### src/rtl/core/clt_pkg.sv
// Shared types, character codes and result codes for the command-line tokenizer.
`timescale 1ns / 1ps

package clt_pkg;

  // Lexer modes
  localparam logic [2:0] M_IDLE  = 3'd0;
  localparam logic [2:0] M_TEXT  = 3'd1;
  localparam logic [2:0] M_QUOTE = 3'd2;
  localparam logic [2:0] M_ESC   = 3'd3;
  localparam logic [2:0] M_CR    = 3'd4;

  // Quote kinds
  localparam logic [1:0] Q_NONE = 2'd0;
  localparam logic [1:0] Q_DQ   = 2'd1;
  localparam logic [1:0] Q_SQ   = 2'd2;
  localparam logic [1:0] Q_BT   = 2'd3;

  // Result kinds
  localparam logic [2:0] K_TBYTE = 3'd0;
  localparam logic [2:0] K_TEND  = 3'd1;
  localparam logic [2:0] K_SING  = 3'd2;
  localparam logic [2:0] K_EOL   = 3'd3;
  localparam logic [2:0] K_EOS   = 3'd4;

  // Line end forms
  localparam logic [1:0] F_LF   = 2'd0;
  localparam logic [1:0] F_CR   = 2'd1;
  localparam logic [1:0] F_CRLF = 2'd2;

  // Character codes
  localparam logic [7:0] CH_NUL = 8'h00;
  localparam logic [7:0] CH_TAB = 8'h09;
  localparam logic [7:0] CH_LF  = 8'h0A;
  localparam logic [7:0] CH_CR  = 8'h0D;
  localparam logic [7:0] CH_SP  = 8'h20;
  localparam logic [7:0] CH_DQ  = 8'h22;
  localparam logic [7:0] CH_SQ  = 8'h27;
  localparam logic [7:0] CH_BS  = 8'h5C;
  localparam logic [7:0] CH_BT  = 8'h60;

  localparam int          SING_COUNT = 17;
  localparam logic [4:0]  NUL_INDEX  = 5'd17;

  localparam logic [7:0] SING_SET [SING_COUNT] = '{
    8'h3D, 8'h5B, 8'h5D, 8'h21, 8'h23, 8'h24, 8'h5E, 8'h26, 8'h2A,
    8'h28, 8'h29, 8'h7C, 8'h3B, 8'h3C, 8'h3E, 8'h3F, 8'h7E
  };

  typedef struct packed {
    logic [2:0]  kind;
    logic [7:0]  chr;
    logic [4:0]  idx;
    logic [1:0]  form;
    logic [31:0] line;
  } res_t;

  // One queue entry holds every result that one input item causes.
  typedef struct packed {
    res_t r0;
    res_t r1;
    logic two;
  } entry_t;

  typedef struct packed {
    logic   valid;
    entry_t entry;
  } push_t;

  // Returns {hit, index}; NUL counts as a singleton with its own index.
  function automatic logic [5:0] sing_lookup(input logic [7:0] b);
    logic [5:0] res;
    res = 6'd0;
    if (b == CH_NUL) begin
      res = {1'b1, NUL_INDEX};
    end
    for (int i = 0; i < SING_COUNT; i++) begin
      if (b == SING_SET[i]) begin
        res = {1'b1, 5'(i)};
      end
    end
    return res;
  endfunction

endpackage

### src/rtl/core/clt_front.sv
// Front end: accepts items, classifies each byte and builds the results it causes.
`timescale 1ns / 1ps

module clt_front (
  input  logic            clk,
  input  logic            rst_n,
  input  logic            in_valid,
  input  logic            in_ready,
  input  logic [7:0]      in_byte_in,
  input  logic            in_end_of_stream,
  input  logic            cfg_wr_en,
  input  logic [31:0]     cfg_wr_data,
  output clt_pkg::push_t  push
);

  typedef struct packed {
    logic [2:0] kind;
    logic [7:0] chr;
    logic [4:0] idx;
    logic [1:0] form;
    logic       use_b;
  } tok_t;

  function automatic tok_t mk(input logic [2:0] kind, input logic [7:0] chr,
                              input logic [4:0] idx, input logic [1:0] form,
                              input logic use_b);
    tok_t t;
    t.kind  = kind;
    t.chr   = chr;
    t.idx   = idx;
    t.form  = form;
    t.use_b = use_b;
    return t;
  endfunction

  logic [2:0]  mode_r, mode_nxt;
  logic [1:0]  quote_r, quote_nxt;
  logic [31:0] lc_r, lc_nxt;
  logic [31:0] start_r;
  logic [31:0] lc_b;

  logic [7:0] b;
  logic [5:0] sl;
  logic       is_sp, is_lf, is_cr, is_dq, is_sq, is_bt, is_bs, qm;

  logic [1:0] tx_cnt, id_cnt, cnt;
  tok_t       tx_a, tx_b, id_a, id_b, ta, tb;
  logic [2:0] tx_mode, id_mode;
  logic [1:0] tx_q, id_q;
  logic       tx_bump, id_bump, bump;
  logic       accept;

  assign b      = in_byte_in;
  assign sl     = clt_pkg::sing_lookup(b);
  assign is_sp  = (b == clt_pkg::CH_SP) || (b == clt_pkg::CH_TAB);
  assign is_lf  = (b == clt_pkg::CH_LF);
  assign is_cr  = (b == clt_pkg::CH_CR);
  assign is_dq  = (b == clt_pkg::CH_DQ);
  assign is_sq  = (b == clt_pkg::CH_SQ);
  assign is_bt  = (b == clt_pkg::CH_BT);
  assign is_bs  = (b == clt_pkg::CH_BS);
  assign qm     = (quote_r == clt_pkg::Q_DQ) ? is_dq :
                  (quote_r == clt_pkg::Q_SQ) ? is_sq : is_bt;
  // The counter stops once it is zero, and wraps to zero from all ones.
  assign lc_b   = (lc_r != 32'd0) ? lc_r + 32'd1 : lc_r;
  assign accept = in_valid && in_ready;

  // Outcome of a byte inside a text token.
  always_comb begin
    tx_cnt  = 2'd1;
    tx_a    = mk(clt_pkg::K_TBYTE, b, 5'd0, 2'd0, 1'b0);
    tx_b    = mk(clt_pkg::K_TEND, 8'd0, 5'd0, 2'd0, 1'b0);
    tx_mode = clt_pkg::M_TEXT;
    tx_q    = quote_r;
    tx_bump = 1'b0;
    if (is_bt) begin
      tx_mode = clt_pkg::M_QUOTE;
      tx_q    = clt_pkg::Q_BT;
    end else if (is_dq) begin
      tx_cnt  = 2'd0;
      tx_mode = clt_pkg::M_QUOTE;
      tx_q    = clt_pkg::Q_DQ;
    end else if (is_sq) begin
      tx_cnt  = 2'd0;
      tx_mode = clt_pkg::M_QUOTE;
      tx_q    = clt_pkg::Q_SQ;
    end else if (is_bs) begin
      tx_cnt  = 2'd0;
      tx_mode = clt_pkg::M_ESC;
    end else if (is_sp) begin
      tx_a    = mk(clt_pkg::K_TEND, 8'd0, 5'd0, 2'd0, 1'b0);
      tx_mode = clt_pkg::M_IDLE;
    end else if (is_cr) begin
      tx_a    = mk(clt_pkg::K_TEND, 8'd0, 5'd0, 2'd0, 1'b0);
      tx_mode = clt_pkg::M_CR;
    end else if (is_lf) begin
      tx_cnt  = 2'd2;
      tx_a    = mk(clt_pkg::K_TEND, 8'd0, 5'd0, 2'd0, 1'b0);
      tx_b    = mk(clt_pkg::K_EOL, 8'd0, 5'd0, clt_pkg::F_LF, 1'b1);
      tx_mode = clt_pkg::M_IDLE;
      tx_bump = 1'b1;
    end else if (sl[5]) begin
      tx_cnt  = 2'd2;
      tx_a    = mk(clt_pkg::K_TEND, 8'd0, 5'd0, 2'd0, 1'b0);
      tx_b    = mk(clt_pkg::K_SING, b, sl[4:0], 2'd0, 1'b0);
      tx_mode = clt_pkg::M_IDLE;
    end
  end

  // Outcome of a byte between tokens.
  always_comb begin
    id_cnt  = tx_cnt;
    id_a    = tx_a;
    id_b    = tx_b;
    id_mode = tx_mode;
    id_q    = tx_q;
    id_bump = tx_bump;
    if (is_sp) begin
      id_cnt  = 2'd0;
      id_mode = clt_pkg::M_IDLE;
    end else if (sl[5]) begin
      id_cnt  = 2'd1;
      id_a    = mk(clt_pkg::K_SING, b, sl[4:0], 2'd0, 1'b0);
      id_mode = clt_pkg::M_IDLE;
    end else if (is_lf) begin
      id_cnt  = 2'd1;
      id_a    = mk(clt_pkg::K_EOL, 8'd0, 5'd0, clt_pkg::F_LF, 1'b1);
      id_mode = clt_pkg::M_IDLE;
      id_bump = 1'b1;
    end else if (is_cr) begin
      id_cnt  = 2'd0;
      id_mode = clt_pkg::M_CR;
    end
  end

  always_comb begin
    cnt       = 2'd0;
    ta        = mk(clt_pkg::K_EOS, 8'd0, 5'd0, 2'd0, 1'b0);
    tb        = mk(clt_pkg::K_EOS, 8'd0, 5'd0, 2'd0, 1'b0);
    mode_nxt  = mode_r;
    quote_nxt = quote_r;
    bump      = 1'b0;
    if (in_end_of_stream) begin
      mode_nxt  = clt_pkg::M_IDLE;
      quote_nxt = clt_pkg::Q_NONE;
      case (mode_r)
        clt_pkg::M_TEXT, clt_pkg::M_QUOTE, clt_pkg::M_ESC: begin
          cnt = 2'd2;
          ta  = mk(clt_pkg::K_TEND, 8'd0, 5'd0, 2'd0, 1'b0);
        end
        clt_pkg::M_CR: begin
          cnt = 2'd2;
          ta  = mk(clt_pkg::K_EOL, 8'd0, 5'd0, clt_pkg::F_CR, 1'b1);
          tb  = mk(clt_pkg::K_EOS, 8'd0, 5'd0, 2'd0, 1'b1);
        end
        default: begin
          cnt = 2'd1;
        end
      endcase
    end else begin
      case (mode_r)
        clt_pkg::M_TEXT: begin
          cnt       = tx_cnt;
          ta        = tx_a;
          tb        = tx_b;
          mode_nxt  = tx_mode;
          quote_nxt = tx_q;
          bump      = tx_bump;
        end
        clt_pkg::M_QUOTE: begin
          if (qm) begin
            cnt       = (quote_r == clt_pkg::Q_BT) ? 2'd1 : 2'd0;
            ta        = mk(clt_pkg::K_TBYTE, b, 5'd0, 2'd0, 1'b0);
            mode_nxt  = clt_pkg::M_TEXT;
            quote_nxt = clt_pkg::Q_NONE;
          end else if (is_cr || is_lf) begin
            // A line end closes the quote and the text token.
            cnt       = tx_cnt;
            ta        = tx_a;
            tb        = tx_b;
            mode_nxt  = tx_mode;
            quote_nxt = clt_pkg::Q_NONE;
            bump      = tx_bump;
          end else begin
            cnt = 2'd1;
            ta  = mk(clt_pkg::K_TBYTE, b, 5'd0, 2'd0, 1'b0);
          end
        end
        clt_pkg::M_ESC: begin
          cnt      = 2'd1;
          ta       = mk(clt_pkg::K_TBYTE, b, 5'd0, 2'd0, 1'b0);
          mode_nxt = clt_pkg::M_TEXT;
        end
        clt_pkg::M_CR: begin
          bump = 1'b1;
          if (is_lf) begin
            cnt      = 2'd1;
            ta       = mk(clt_pkg::K_EOL, 8'd0, 5'd0, clt_pkg::F_CRLF, 1'b1);
            mode_nxt = clt_pkg::M_IDLE;
          end else begin
            // The pending CR ends the line, then the byte is lexed afresh.
            cnt       = 2'd1 + id_cnt;
            ta        = mk(clt_pkg::K_EOL, 8'd0, 5'd0, clt_pkg::F_CR, 1'b1);
            tb        = id_a;
            tb.use_b  = 1'b1;
            mode_nxt  = id_mode;
            quote_nxt = id_q;
          end
        end
        default: begin
          cnt       = id_cnt;
          ta        = id_a;
          tb        = id_b;
          mode_nxt  = id_mode;
          quote_nxt = id_q;
          bump      = id_bump;
        end
      endcase
    end
  end

  always_comb begin
    lc_nxt = lc_r;
    if (cfg_wr_en) begin
      lc_nxt = cfg_wr_data;
    end else if (accept) begin
      if (in_end_of_stream) begin
        lc_nxt = start_r;
      end else if (bump) begin
        lc_nxt = lc_b;
      end
    end
  end

  always_ff @(posedge clk) begin
    if (!rst_n) begin
      mode_r  <= clt_pkg::M_IDLE;
      quote_r <= clt_pkg::Q_NONE;
      lc_r    <= 32'd0;
      start_r <= 32'd0;
    end else begin
      lc_r <= lc_nxt;
      if (cfg_wr_en) begin
        start_r <= cfg_wr_data;
      end
      if (accept) begin
        mode_r  <= mode_nxt;
        quote_r <= quote_nxt;
      end
    end
  end

  always_comb begin
    push.valid          = in_valid && (cnt != 2'd0);
    push.entry.two      = (cnt == 2'd2);
    push.entry.r0.kind  = ta.kind;
    push.entry.r0.chr   = ta.chr;
    push.entry.r0.idx   = ta.idx;
    push.entry.r0.form  = ta.form;
    push.entry.r0.line  = ta.use_b ? lc_b : lc_r;
    push.entry.r1.kind  = tb.kind;
    push.entry.r1.chr   = tb.chr;
    push.entry.r1.idx   = tb.idx;
    push.entry.r1.form  = tb.form;
    push.entry.r1.line  = tb.use_b ? lc_b : lc_r;
  end

endmodule

### src/rtl/core/clt_queue.sv
// Short queue of result entries between the front end and the back end.
`timescale 1ns / 1ps

module clt_queue #(
  parameter int DEPTH = 2
) (
  input  logic             clk,
  input  logic             rst_n,
  input  clt_pkg::push_t   push,
  output logic             full,
  input  logic             pop,
  output logic             nonempty,
  output clt_pkg::entry_t  head
);

  localparam int PTR_W = (DEPTH > 1) ? $clog2(DEPTH) : 1;
  localparam int CNT_W = $clog2(DEPTH + 1);

  clt_pkg::entry_t mem [DEPTH];
  logic [PTR_W-1:0] wr_ptr_r, rd_ptr_r;
  logic [CNT_W-1:0] count_r;
  logic             do_push, do_pop;

  assign full     = (count_r == CNT_W'(DEPTH));
  assign nonempty = (count_r != '0);
  assign do_push  = push.valid && !full;
  assign do_pop   = pop && nonempty;
  assign head     = mem[rd_ptr_r];

  always_ff @(posedge clk) begin
    if (do_push) begin
      mem[wr_ptr_r] <= push.entry;
    end
  end

  always_ff @(posedge clk) begin
    if (!rst_n) begin
      wr_ptr_r <= '0;
      rd_ptr_r <= '0;
      count_r  <= '0;
    end else begin
      if (do_push) begin
        wr_ptr_r <= (wr_ptr_r == PTR_W'(DEPTH - 1)) ? '0 : wr_ptr_r + 1'b1;
      end
      if (do_pop) begin
        rd_ptr_r <= (rd_ptr_r == PTR_W'(DEPTH - 1)) ? '0 : rd_ptr_r + 1'b1;
      end
      if (do_push && !do_pop) begin
        count_r <= count_r + 1'b1;
      end else if (do_pop && !do_push) begin
        count_r <= count_r - 1'b1;
      end
    end
  end

endmodule

### src/rtl/core/clt_back.sv
// Back end: output register that hands out the results of each entry in order.
`timescale 1ns / 1ps

module clt_back (
  input  logic             clk,
  input  logic             rst_n,
  input  logic             q_nonempty,
  input  clt_pkg::entry_t  q_head,
  output logic             q_pop,
  output logic             out_valid,
  input  logic             out_ready,
  output logic [2:0]       out_token_kind,
  output logic [7:0]       out_byte_out,
  output logic [4:0]       out_singleton_index,
  output logic [1:0]       out_eol_form,
  output logic [31:0]      out_line_number,
  output logic             out_last
);

  clt_pkg::entry_t buf_r;
  clt_pkg::res_t   cur;
  logic            valid_r;
  logic            phase_r;
  logic            final_res;

  assign final_res = !buf_r.two || phase_r;
  assign q_pop     = q_nonempty && (!valid_r || (out_ready && final_res));
  assign cur       = phase_r ? buf_r.r1 : buf_r.r0;

  always_ff @(posedge clk) begin
    if (q_pop) begin
      buf_r <= q_head;
    end
  end

  always_ff @(posedge clk) begin
    if (!rst_n) begin
      valid_r <= 1'b0;
      phase_r <= 1'b0;
    end else if (q_pop) begin
      valid_r <= 1'b1;
      phase_r <= 1'b0;
    end else if (valid_r && out_ready) begin
      if (final_res) begin
        valid_r <= 1'b0;
        phase_r <= 1'b0;
      end else begin
        phase_r <= 1'b1;
      end
    end
  end

  assign out_valid           = valid_r;
  assign out_token_kind      = cur.kind;
  assign out_byte_out        = cur.chr;
  assign out_singleton_index = cur.idx;
  assign out_eol_form        = cur.form;
  assign out_line_number     = cur.line;
  assign out_last            = final_res;

endmodule

### src/rtl/core/command_line_tokenizer_unit.sv
// Top level of the command-line tokenizer: front end, result queue and back end.
//
// Input channel (in_valid/in_ready): one byte per item, or an end-of-stream
// mark. Output channel (out_valid/out_ready): one token result per transfer,
// with out_last set on the final result that an item causes. An item causes
// zero, one or two results. cfg_wr_en/cfg_wr_data load the starting line
// number and the line counter at once; write only while the block is idle.
// An item's entry goes into the queue at its accepting edge and moves on into the
// back end's output register once that is free. The front end takes one item every
// cycle while the queue has room, so the rate is one item per cycle whenever each
// item yields at most one result and out_ready stays high; the back end issues one
// result per cycle while out_ready is high. Items with no result never enter the queue.
// If the receiver stalls, the back end holds its result and the queue fills;
// in_ready falls once the QUEUE_DEPTH entries are all taken.
// Reset clears the lexer state, the counter, the starting line and the
// queue; the block is ready in the cycle after reset is released.
`timescale 1ns / 1ps

module command_line_tokenizer_unit #(
  parameter int QUEUE_DEPTH = 2
) (
  input  logic        clk,
  input  logic        rst_n,
  input  logic        in_valid,
  output logic        in_ready,
  input  logic [7:0]  in_byte_in,
  input  logic        in_end_of_stream,
  output logic        out_valid,
  input  logic        out_ready,
  output logic [2:0]  out_token_kind,
  output logic [7:0]  out_byte_out,
  output logic [4:0]  out_singleton_index,
  output logic [1:0]  out_eol_form,
  output logic [31:0] out_line_number,
  output logic        out_last,
  input  logic        cfg_wr_en,
  input  logic [31:0] cfg_wr_data
);

  clt_pkg::push_t  push;
  clt_pkg::entry_t q_head;
  logic            q_full, q_nonempty, q_pop;

  assign in_ready = !q_full;

  clt_front u_front (
    .clk              (clk),
    .rst_n            (rst_n),
    .in_valid         (in_valid),
    .in_ready         (in_ready),
    .in_byte_in       (in_byte_in),
    .in_end_of_stream (in_end_of_stream),
    .cfg_wr_en        (cfg_wr_en),
    .cfg_wr_data      (cfg_wr_data),
    .push             (push)
  );

  clt_queue #(
    .DEPTH (QUEUE_DEPTH)
  ) u_queue (
    .clk      (clk),
    .rst_n    (rst_n),
    .push     (push),
    .full     (q_full),
    .pop      (q_pop),
    .nonempty (q_nonempty),
    .head     (q_head)
  );

  clt_back u_back (
    .clk                 (clk),
    .rst_n               (rst_n),
    .q_nonempty          (q_nonempty),
    .q_head              (q_head),
    .q_pop               (q_pop),
    .out_valid           (out_valid),
    .out_ready           (out_ready),
    .out_token_kind      (out_token_kind),
    .out_byte_out        (out_byte_out),
    .out_singleton_index (out_singleton_index),
    .out_eol_form        (out_eol_form),
    .out_line_number     (out_line_number),
    .out_last            (out_last)
  );

endmodule

### config.mk
export PLATFORM = sky130hd
export DESIGN_NAME = command_line_tokenizer_unit
export DESIGN_NICKNAME = d
export VERILOG_FILES = /design/src/rtl/core/clt_pkg.sv /design/src/rtl/core/clt_front.sv /design/src/rtl/core/clt_queue.sv /design/src/rtl/core/clt_back.sv /design/src/rtl/core/command_line_tokenizer_unit.sv
export SDC_FILE = /design/constraint.sdc
export NUM_CORES = 1
export LEC_CHECK = 0
export ABC_CLOCK_PERIOD_IN_PS = 11350
export CORE_ASPECT_RATIO = 1.75
export CORE_MARGIN = 1.5
export CORE_UTILIZATION = 40
export DETAILED_ROUTE_END_ITERATION = 10
export DONT_BUFFER_PORTS = 1
export GPL_TIMING_DRIVEN = 0
export PLACE_DENSITY_LB_ADDON = 0.05
export SYNTH_ARGS = -nofsm -noshare
export SYNTH_HDL_FRONTEND = slang
export SYNTH_HIERARCHICAL = 1
export SYNTH_SLANG_ARGS = --single-unit
### constraint.sdc
create_clock -name clk -period 11.35 [get_ports clk]
set_clock_uncertainty 0.05 [all_clocks]
set_input_delay 0.5675 -clock clk [delete_from_list [all_inputs] [get_ports clk]]
set_output_delay 0.5675 -clock clk [all_outputs]
set_load 0.02 [all_outputs]
==> summary.md <==
| Metric | Value |
|---|---|
| Status | `complete, no violations` |
| Tot GR Track Use | `22.8%` |
| Final wirelength | `51400 um` |
| Warning count from the yosys run | `6` |
| Area growth syn-to-layout | `11.9%` |
| Average wire per standard cell | `25.0 um` |
| Vias/cell | `5.56` |
| Initial antenna violation count | `1` |
| DRT iter0 DRCs | `682` |
| CP peak stage delay | `0.82 ns` |
| Placed cell area | `0.0188 sq mm` |
| H-tree depth | `2` |
| Die Area | `0.0459 sq mm` |
| Fraction of layout cells with a size suffix above 1 | `13.4%` |
| Synth cell types | `87` |
| Post_cts resized | `0` |
| Clock latency on the worst-skew pair | `0.55 ns` |
| Die Y-Extent | `282 um` |
| Ys flop type | `edfxtp_1` |
| Share of the synthesized area in the top cell type | `51.1%` |
| Postcts setup bufs | `0` |
| Crit end category | `register` |
| Avg Inst Size Synth | `12.7 sq um` |
| Vias in the first global route | `11836` |
| Post-synth top cells | `303 x edfxtp_1, 126 x nand2_1, 90 x mux2_1, 79 x nor2_1, 76 x dfxtp_1` |
| Achievable frequency | `0.202 GHz` |
| Pwr Total | `4.06 mW` |
| Setup TNS Final | `0 ns` |
| Clk pwr share | `29.3%` |
| Initial Utilization | `40.4%` |
| Comb power frac | `23.7%` |
| CTS tree | `done` |
| Worst-path fanout max | `16` |
| Synth area leader | `edfxtp_1` |
| EDFF count, synth | `303` |
| Post-synth design cell area | `0.0178 sq mm` |
| Slowest-stage cell, CP | `nor3_4` |
| Crit share post-route | `43.7%` |
| Pwr dens | `204 mW/mm^2` |
| Top area cells in the synthesized netlist | `edfxtp_1 51%, dfxtp_1 8.5%, mux2_1 5.7%, mux2_4 4.1%, xnor2_1 3.0%` |
| Pleak | `6.81 nW` |
| Reg power frac | `47.0%` |
| Switching power | `1.19 mW` |
| RSZ-0062 raised after global routing | `no` |
| Sw Share | `29.4%` |
| Yosys reg bits | `379` |
| Die width | `163 um` |
| Final net count | `1500` |
| Clk slew on worst S/H paths | `0.06 ns` |
| Internal | `2.87 mW` |
| GR Overflow Total | `0` |
| Rel. slew slack | `19.1%` |
| Crit-path cells | `clkbuf_1 -> nor3b_2 -> nand4_1 -> nor3_1 -> nor4_1 -> o32ai_1 -> inv_1 -> nor3_4 -> buf_16 -> buf_8 -> buf_16` |
| Worst hold-check path type | `in -> reg` |
| CTS Buf Count | `37` |
| WP data required | `11.55 ns` |
| Largest net degree at the start of global routing | `45` |
| Final setup violation count | `0` |
| RePlAce Congestion | `0.921` |
| CTS Buffer Depth | `3` |
| Tightest Pin Transition | `1.21 ns` |
| Num rows | `102` |
| Period minus WS final | `4.96 ns` |
| Clock sink total | `379` |
| Max_cap viols | `0` |
| Most numerous cell in the Yosys netlist | `edfxtp_1` |
| Number of I/O port buffers | `0` |
| Total number of vias | `11413` |
| Post-DRT Antenna Nets | `0` |
| Number of max-slew violations in the final report | `0` |
| Ys async rst share | `0%` |
| Drt first pass iters | `5` |
| Final Hold Vio Count | `0` |
| DR DRC count | `0` |
| Fin area | `0.0199 sq mm` |
| CP arrival | `5.16 ns` |
| Clock root buffer | `clkbuf_16` |
| Io pins | `99` |
| Global-route wire length before repair | `75800 um` |
| Post-synthesis sequential area ratio | `59.6%` |
| Most used cell, CP | `buf_16` |
| Kind of start point of the critical path | `register` |
| Cells after synthesis | `1400` |
| Worst VDD drop | `0.000168 V` |
| Core area | `0.0442 sq mm` |
| HPWL Detailed | `37600 um` |
| Setup CP Type | `reg -> reg` |
| Cts hold-fix bufs | `0` |
-- flip-flops by register name (all words and copies together), names as in the netlist, named ones only --
register and cells:
u_queue/rd_ptr_r 1, u_back/buf_r 101, u_front/lc_r 32, u_queue/mem 202, u_front/start_r 32, u_front/quote_r 2
u_back/out_valid 1, u_queue/wr_ptr_r 1, u_front/mode_r 3, u_back/phase_r 1, u_queue/count_r 2
-- metal layers --
| layer | wire length, um | global-route usage (%) | share of wire [%] | vias to the layer above |
|---|---|---|---|---|
| met5 | 0 | 0 | 0 | - |
| met4 | 2640 | 11.9 | 5.1 | 0 |
| met3 | 2590 | 4.24 | 5.0 | 115 |
| met2 | 28500 | 44.0 | 56 | 315 |
| li1 | - | - | - | 5312 |
| met1 | 17600 | 22.8 | 34 | 5671 |
-- worst paths after layout --
check | startpoint | slack (ns) | end | depth (start not counted)
hold / removal | rst_n | 0.09 | u_queue/wr_ptr_r | 1
setup / recovery | u_front/mode_r[2] | 6.39 | u_queue/mem[0][66] | 11
setup reg to reg | u_front/mode_r[2] | 6.39 | u_queue/mem[0][66] | 11
hold reg to reg | u_front/start_r[18] | 0.43 | u_front/start_r[18] | 2
-- through the flow --
step / util (%) / instances / hold slack [ns] / worst slack, ns
final: 45.1 / 2051 / 0.0904 / 6.39
after global routing: 45.1 / 2051 / 0.0808 / 5.96
after CTS: 45.1 / 2050 / 0.0614 / 6.33
after detailed placement: 42.6 / 1984 / 0.408 / 6.05
after global placement: 42.0 / 1973 / 0.401 / 0.372
after floorplan: - / 1401 / 0.389 / 4.38
-- power groups by stage --
stage,clock network (mW),registers [mW],logic [mW]
2_1_floorplan,0,1.96,0.685
3_3_place_gp,0,2.01,0.917
3_5_place_dp,0,1.94,0.987
4_1_cts,1.23,1.91,0.991
5_1_grt,1.27,1.93,1.04
6_report,1.19,1.91,0.961
-- cell families (layout without fill, tap and decap cells) --
group	Yosys count	after routing	share of synthesized area [%]
simple gates	429	429	12.3
flops	379	379	59.6
compound gates	217	217	8.49
mux	174	174	11.9
buf+inv	124	201	3.91
xor+xnor	73	73	3.59
fa+ha+maj	3	3	0.211
other cells	1	3	0.0210
-- final cells by class --
cell class / count / area [sq um]
plain buffers: 109 / 641
repair buffers: 11 / 235
fillers: 4169 / 24200
inverters: 15 / 56.3
flip-flops and latches: 379 / 10600
clock inverters: 22 / 183
well taps: 572 / 716
diodes: 1 / 2.50
clock buffers: 44 / 952
multi-input cells: 898 / 6530
-- cell usage in the layout, fill, tap and decap left out, types with 11 or more instances in the layout --
cell type	count
nand3_1	47
buf_6	12
mux2_4	49
clkbuf_16	37
buf_2	27
and3_1	27
nand2_1	126
edfxtp_1	303
nand4_1	20
mux2_1	90
inv_1	13
mux2i_1	21
a21boi_0	21
nor2_1	79
nor3_1	18
xor2_1	11
o21ai_0	62
nor4_1	15
nor2b_1	30
clkbuf_1	58
mux2_2	14
xnor2_1	62
dfxtp_1	76
a21oi_1	28
-- worst max-delay path, delay by kind of cell, from the launching register on --
kind | cells | cell delay (ns)
AND/OR/NAND/NOR | 5 | 2.51
buffers and inverters | 5 | 1.17
flip-flops | 1 | 0.35
AO/OA/AOI/OAI | 1 | 0.54
(Power assumes the default switching activity.)
